## src/rtl/arbw_pkg.sv

```systemverilog
// Shared types and constants for the alpha recovery block.
package arbw_pkg;

    localparam int unsigned CHANNELS    = 3;
    localparam int unsigned DIV_STEPS   = 16;
    localparam logic [7:0]  CHAN_MAX    = 8'd255;
    localparam logic [9:0]  RECIP_3     = 10'd683;  // ceil(2^11 / 3)
    localparam int unsigned RECIP_SHIFT = 11;

    // One color channel in flight through the divider chain.
    typedef struct packed {
        logic [7:0]  alpha;  // divisor
        logic [7:0]  rem;    // partial remainder
        logic [15:0] work;   // dividend bits shifting out, quotient bits shifting in
    } t_chan;

    typedef struct packed {
        t_chan [CHANNELS-1:0] chan;
        logic [7:0]           mean_alpha;
        logic                 brighter;
        logic                 identical;
        logic                 frame_end;
    } t_word;

    typedef logic [CHANNELS-1:0][7:0] t_rgb;

endpackage

```

## src/rtl/arbw_prep.sv

```systemverilog
// Entry stage: channel alphas, dividends, mean alpha and frame flags.
module arbw_prep
    import arbw_pkg::*;
(
    input  logic  i_clk,
    input  logic  i_rst_n,
    input  logic  i_adv,
    input  logic  i_valid,
    input  t_rgb  i_black,
    input  t_rgb  i_white,
    input  logic  i_frame_end,
    output logic  o_valid,
    output t_word o_word
);

    logic        r_valid;
    t_word       r_word;
    t_word       n_word;
    logic        r_seen_difference;
    logic        n_seen_difference;
    logic [9:0]  alpha_sum;
    logic [19:0] mean_prod;
    logic        differs;

    always_comb begin
        n_word    = '0;
        alpha_sum = '0;
        differs   = 1'b0;
        for (int c = 0; c < CHANNELS; c++) begin
            n_word.chan[c].alpha = 8'(CHAN_MAX - i_white[c] + i_black[c]);
            n_word.chan[c].rem   = '0;
            // black * 255 as a shift and subtract
            n_word.chan[c].work  = {i_black[c], 8'd0} - {8'd0, i_black[c]};
            alpha_sum = alpha_sum + {2'b00, n_word.chan[c].alpha};
            if (i_black[c] > i_white[c]) begin
                n_word.brighter = 1'b1;
            end
            if (i_black[c] != i_white[c]) begin
                differs = 1'b1;
            end
        end
        // floor(sum / 3) by reciprocal, exact for sums up to 765
        mean_prod         = {10'd0, alpha_sum} * {10'd0, RECIP_3};
        n_word.mean_alpha = mean_prod[RECIP_SHIFT +: 8];
        n_word.frame_end  = i_frame_end;
        n_seen_difference = r_seen_difference | differs;
        n_word.identical  = i_frame_end & ~n_seen_difference;
        if (i_frame_end) begin
            n_seen_difference = 1'b0;
        end
    end

    always_ff @(posedge i_clk) begin
        if (!i_rst_n) begin
            r_valid           <= 1'b0;
            r_seen_difference <= 1'b0;
        end else if (i_adv) begin
            r_valid <= i_valid;
            if (i_valid) begin
                r_seen_difference <= n_seen_difference;
            end
        end
    end

    always_ff @(posedge i_clk) begin
        if (i_adv) begin
            r_word <= n_word;
        end
    end

    assign o_valid = r_valid;
    assign o_word  = r_word;

endmodule

```

## src/rtl/arbw_div_cell.sv

```systemverilog
// One restoring division step for all three channels, registered.
module arbw_div_cell
    import arbw_pkg::*;
(
    input  logic  i_clk,
    input  logic  i_rst_n,
    input  logic  i_adv,
    input  logic  i_valid,
    input  t_word i_word,
    output logic  o_valid,
    output t_word o_word
);

    logic                 r_valid;
    t_word                r_word;
    t_word                n_word;
    logic [CHANNELS-1:0][8:0] trial;
    logic [CHANNELS-1:0]      qbit;

    always_comb begin
        n_word = i_word;
        for (int c = 0; c < CHANNELS; c++) begin
            trial[c] = {i_word.chan[c].rem, i_word.chan[c].work[15]};
            qbit[c]  = (trial[c] >= {1'b0, i_word.chan[c].alpha});
            if (qbit[c]) begin
                n_word.chan[c].rem = 8'(trial[c] - {1'b0, i_word.chan[c].alpha});
            end else begin
                n_word.chan[c].rem = trial[c][7:0];
            end
            n_word.chan[c].work = {i_word.chan[c].work[14:0], qbit[c]};
        end
    end

    always_ff @(posedge i_clk) begin
        if (!i_rst_n) begin
            r_valid <= 1'b0;
        end else if (i_adv) begin
            r_valid <= i_valid;
        end
    end

    always_ff @(posedge i_clk) begin
        if (i_adv) begin
            r_word <= n_word;
        end
    end

    assign o_valid = r_valid;
    assign o_word  = r_word;

endmodule

```

## src/rtl/alpha_recovery_from_black_white_pixels.sv

```systemverilog
// Top level: difference-matting alpha recovery, one pixel word per step.
//
//  channel | direction | handshake                  | payload
//  --------+-----------+----------------------------+------------------------------------
//  in      | sink      | i_in_valid / o_in_ready    | black/white RGB bytes, frame end
//  out     | source    | o_out_valid / i_out_ready  | RGB, alpha, error, identical, end
//  cfg     | sink      | i_cfg_we (no wait)         | i_cfg_data = background level
//
// Pipeline: a word passes through one entry stage, a chain of
// 16 divider cells (one quotient bit of black*255/alpha per cell) and the output
// register. The whole chain advances together, so one word enters per cycle unless the output stalls.
// Reset: synchronous, active low; clears all valid bits, the frame difference flag
// and sets the background level to 255. No clearing pass.
// Stalls: when a result sits in the output register and is not taken, the whole
// chain and the input hold; o_in_ready drops in that same cycle.
module alpha_recovery_from_black_white_pixels
    import arbw_pkg::*;
(
    input  logic       i_clk,
    input  logic       i_rst_n,
    // configuration
    input  logic       i_cfg_we,
    input  logic [7:0] i_cfg_data,
    // input words
    input  logic       i_in_valid,
    output logic       o_in_ready,
    input  logic [7:0] i_black_red,
    input  logic [7:0] i_black_green,
    input  logic [7:0] i_black_blue,
    input  logic [7:0] i_white_red,
    input  logic [7:0] i_white_green,
    input  logic [7:0] i_white_blue,
    input  logic       i_frame_end,
    // result words
    output logic       o_out_valid,
    input  logic       i_out_ready,
    output logic [7:0] o_out_red,
    output logic [7:0] o_out_green,
    output logic [7:0] o_out_blue,
    output logic [7:0] o_out_alpha,
    output logic       o_brighter_error,
    output logic       o_identical_frame,
    output logic       o_frame_end_out
);

    // chain advances unless a finished word waits in the output register
    logic adv;

    logic [7:0] r_bg;

    t_rgb black;
    t_rgb white;

    // stage 0 is the entry stage, stage k is divider cell k
    logic  [DIV_STEPS:0] stage_valid;
    t_word [DIV_STEPS:0] stage_word;

    logic                     r_out_valid;
    logic [CHANNELS-1:0][7:0] r_out_rgb;
    logic [CHANNELS-1:0][7:0] n_out_rgb;
    logic [7:0]               r_out_alpha;
    logic                     r_out_brighter;
    logic                     r_out_identical;
    logic                     r_out_frame_end;

    assign adv        = !r_out_valid || i_out_ready;
    assign o_in_ready = adv;

    // channel 0 red, 1 green, 2 blue
    assign black = {i_black_blue, i_black_green, i_black_red};
    assign white = {i_white_blue, i_white_green, i_white_red};

    // background level register
    always_ff @(posedge i_clk) begin
        if (!i_rst_n) begin
            r_bg <= CHAN_MAX;
        end else if (i_cfg_we) begin
            r_bg <= i_cfg_data;
        end
    end

    arbw_prep u_prep (
        .i_clk      (i_clk),
        .i_rst_n    (i_rst_n),
        .i_adv      (adv),
        .i_valid    (i_in_valid),
        .i_black    (black),
        .i_white    (white),
        .i_frame_end(i_frame_end),
        .o_valid    (stage_valid[0]),
        .o_word     (stage_word[0])
    );

    for (genvar k = 0; k < DIV_STEPS; k++) begin : g_cell
        arbw_div_cell u_cell (
            .i_clk  (i_clk),
            .i_rst_n(i_rst_n),
            .i_adv  (adv),
            .i_valid(stage_valid[k]),
            .i_word (stage_word[k]),
            .o_valid(stage_valid[k+1]),
            .o_word (stage_word[k+1])
        );
    end

    // zero alpha takes the background level, otherwise low byte of the quotient
    always_comb begin
        for (int c = 0; c < CHANNELS; c++) begin
            if (stage_word[DIV_STEPS].chan[c].alpha == 8'd0) begin
                n_out_rgb[c] = r_bg;
            end else begin
                n_out_rgb[c] = stage_word[DIV_STEPS].chan[c].work[7:0];
            end
        end
    end

    always_ff @(posedge i_clk) begin
        if (!i_rst_n) begin
            r_out_valid <= 1'b0;
        end else if (adv) begin
            r_out_valid <= stage_valid[DIV_STEPS];
        end
    end

    always_ff @(posedge i_clk) begin
        if (adv) begin
            r_out_rgb       <= n_out_rgb;
            r_out_alpha     <= stage_word[DIV_STEPS].mean_alpha;
            r_out_brighter  <= stage_word[DIV_STEPS].brighter;
            r_out_identical <= stage_word[DIV_STEPS].identical;
            r_out_frame_end <= stage_word[DIV_STEPS].frame_end;
        end
    end

    assign o_out_valid       = r_out_valid;
    assign o_out_red         = r_out_rgb[0];
    assign o_out_green       = r_out_rgb[1];
    assign o_out_blue        = r_out_rgb[2];
    assign o_out_alpha       = r_out_alpha;
    assign o_brighter_error  = r_out_brighter;
    assign o_identical_frame = r_out_identical;
    assign o_frame_end_out   = r_out_frame_end;

endmodule

```

## config.mk

```make
export PLATFORM = sky130hd
export DESIGN_NAME = alpha_recovery_from_black_white_pixels
export DESIGN_NICKNAME = d
export VERILOG_FILES = /design/src/rtl/arbw_pkg.sv /design/src/rtl/arbw_prep.sv /design/src/rtl/arbw_div_cell.sv /design/src/rtl/alpha_recovery_from_black_white_pixels.sv
export SDC_FILE = /design/constraint.sdc
export NUM_CORES = 2
export LEC_CHECK = 0
export BUFFER_PORTS_ARGS = -buffer_cell sky130_fd_sc_hd__clkbuf_2
export CORE_AREA = 4 4 534 536
export DETAILED_ROUTE_END_ITERATION = 10
export DIE_AREA = 0 0 538 540
export SETUP_SLACK_MARGIN = 0.02
export SLEW_MARGIN = 0
export SYNTH_ARGS = -nofsm -noshare
export SYNTH_HDL_FRONTEND = slang
export SYNTH_HIERARCHICAL = 1
export SYNTH_SLANG_ARGS = --single-unit
```

## constraint.sdc

```tcl
create_clock -name i_clk -period 153.1 [get_ports i_clk]
set_input_delay 22.965 -clock i_clk [delete_from_list [all_inputs] [get_ports i_clk]]
set_output_delay 22.965 -clock i_clk [all_outputs]
set_load 0.03 [all_outputs]
```

==> results.tsv <==
stage	metric	value	unit
outcome	status	finished, final reports clean	
setup_path	path_class	in2out	
routing	final_antenna_net_count	0	
synthesis	syn_area_per_cell	14.3	sq um
setup_path	cp.required	130.13	ns
floorplanning	ios	99	
flow_run	cap_violations	0	
clock_network	clk_path_buf_depth	4	
timing	tightest_slew	1.00	ns
setup_path	reg2regPathDepth	6	
setup_path	critical_path.endpoint	o_in_ready	
clock_network	cts_sinks	1533	
global_routing	grt_pass1_wl	201000	um
setup_path	timing.rr.start	o_out_valid	
global_routing	first_global_vias	40000	
timing	timing.final.crit_share	30.5	%
floorplanning	die_y	540	um
global_routing	antenna_found_initial	3	
floorplanning	chipWidth	538	um
synthesis	yosysWarnings	6	
clock_network	cts_root_buf	clkbuf_16	
timing	finalSetupViolCount	0	
routing	drt_iter0_drc	2027	
timing	relSlewSlack	32.5	%
routing	via_count	39200	
routing	first_pass_iters	7	
clock_network	h-tree-depth	4	
cells_and_area	layout_common_cells	1,506 x edfxtp_1, 628 x inv_1, 479 x ha_1	
timing	timing.fmax	0.0214	GHz
timing	fin_setup_tns	0	ns
setup_path	rr_endpoint	g_cell[14].u_cell/o_word[33]	
clock_network	ctsResizeCount	0	
clock_network	cts_tree	yes	
clock_network	post-cts-setup-buffers	0	
global_routing	grt_max_degree	180	
cells_and_area	area_delta_synth_final	14.0	%
global_routing	grt_overflow_total	0	
cells_and_area	fin_nets	5990	
placement	port_buffers	98	
cells_and_area	final_common_cell	edfxtp_1	
setup_path	critPathArrivalTime	23.72	ns
placement	placedInstanceArea	0.0782	sq mm
clock_network	clk_pin_slew	0.06	ns
floorplanning	rows	195	
timing	hold_violations	0	
timing	skew	0.0507	ns
synthesis	mappedNetlistArea	0.0732	sq mm
routing	via_per_inst	4.24	
floorplanning	start_util	26.1	%
global_routing	track_usage	8.19	%
synthesis	syn_inst	5131	
timing	grt_setup_unrepaired	no	
min_path	hp-class	reg2reg	
timing	slew_violations	0	
placement	gp_congestion	0.828	
setup_path	regToRegSetupSlack	148.12	ns
clock_network	numCtsBuffers	166	
cells_and_area	drive_gt1_share	13.7	%
routing	drcViolationCount	0	
setup_path	cp-start-kind	input pin	
timing	post-route-min-period	46.69	ns
routing	wire_per_inst	13.1	um
setup_path	cp_max_fo	18	
setup_path	crit_path_start	i_out_ready	
cells_and_area	fin_area	0.0835	sq mm
floorplanning	die_area	0.291	sq mm
clock_network	cts_hold_buf	0	
floorplanning	design.core.area	0.281	sq mm
clock_network	clock_latency	0.81	ns
routing	routed_wl	121000	um
placement	hpwl	86600	um
setup_path	endpoint_kind	output port	
worst min-delay path by stage:
stage / startpoint / to / slack, ns / cells after the start
floorplan: u_prep/o_word[0] / g_cell[0].u_cell/o_word[0] / 0.40 / 0
global placement: g_cell[0].u_cell/o_word[24] / g_cell[1].u_cell/o_word[25] / 0.40 / 0
detailed placement: u_prep/o_word[44] / g_cell[0].u_cell/o_word[45] / 0.40 / 0
CTS: g_cell[11].u_cell/o_word[13] / g_cell[12].u_cell/o_word[14] / 0.40 / 0
global route: g_cell[14].u_cell/o_word[76] / g_cell[15].u_cell/o_word[77] / 0.41 / 0
finish: g_cell[14].u_cell/o_word[76] / g_cell[15].u_cell/o_word[77] / 0.40 / 0
flip-flops by register name, summed over array words and instances, names as in the netlist:
| name | cells |
|---|---|
| r_bg | 8 |
| u_prep/o_valid | 1 |
| g_cell.u_cell/o_valid | 16 |
| o_out_valid | 1 |
| o_out_green | 8 |
| g_cell.u_cell/o_word | 1388 |
| o_frame_end_out | 1 |
| u_prep/o_word | 83 |
| u_prep/r_seen_difference | 1 |
| o_out_blue | 8 |
| o_brighter_error | 1 |
| o_identical_frame | 1 |
| o_out_red | 8 |
| o_out_alpha | 8 |
through the flow:
step                cells  hold WS, ns  setup WS (ns)  utilization [%]
global route         9237        0.410         106.31             29.7
global placement     8946        0.401         106.36             27.9
CTS                  9236        0.400         106.36             29.7
finish               9237        0.402         106.41             29.7
floorplan            5154        0.400          70.57                -
detailed placement   8946        0.405         106.36             27.9
worst max-delay path, cell delays in order:
cell and delay (ns):
clkbuf_2 0.08, nand2b_4 0.31, clkbuf_2 0.35
per-layer routing:
layer  track usage, %  wire, um
met5                0         0
met4             2.47      3280
met3             1.67      4990
met2             13.5     56100
met1             10.8     56700
layout make-up:
cell class / instances / area [sq um]
fillers: 27700 / 197000
flip-flops and latches: 1533 / 45800
multi-input cells: 2918 / 24700
well taps: 3743 / 4680
clock buffers: 191 / 4290
inverters: 637 / 2390
clock inverters: 99 / 972
repair buffers: 115 / 656
diodes: 1 / 2.50
Power is left out: the tool's default activity adds up to more than one toggle a clock period on the data nets, which glitch-free logic cannot reach.
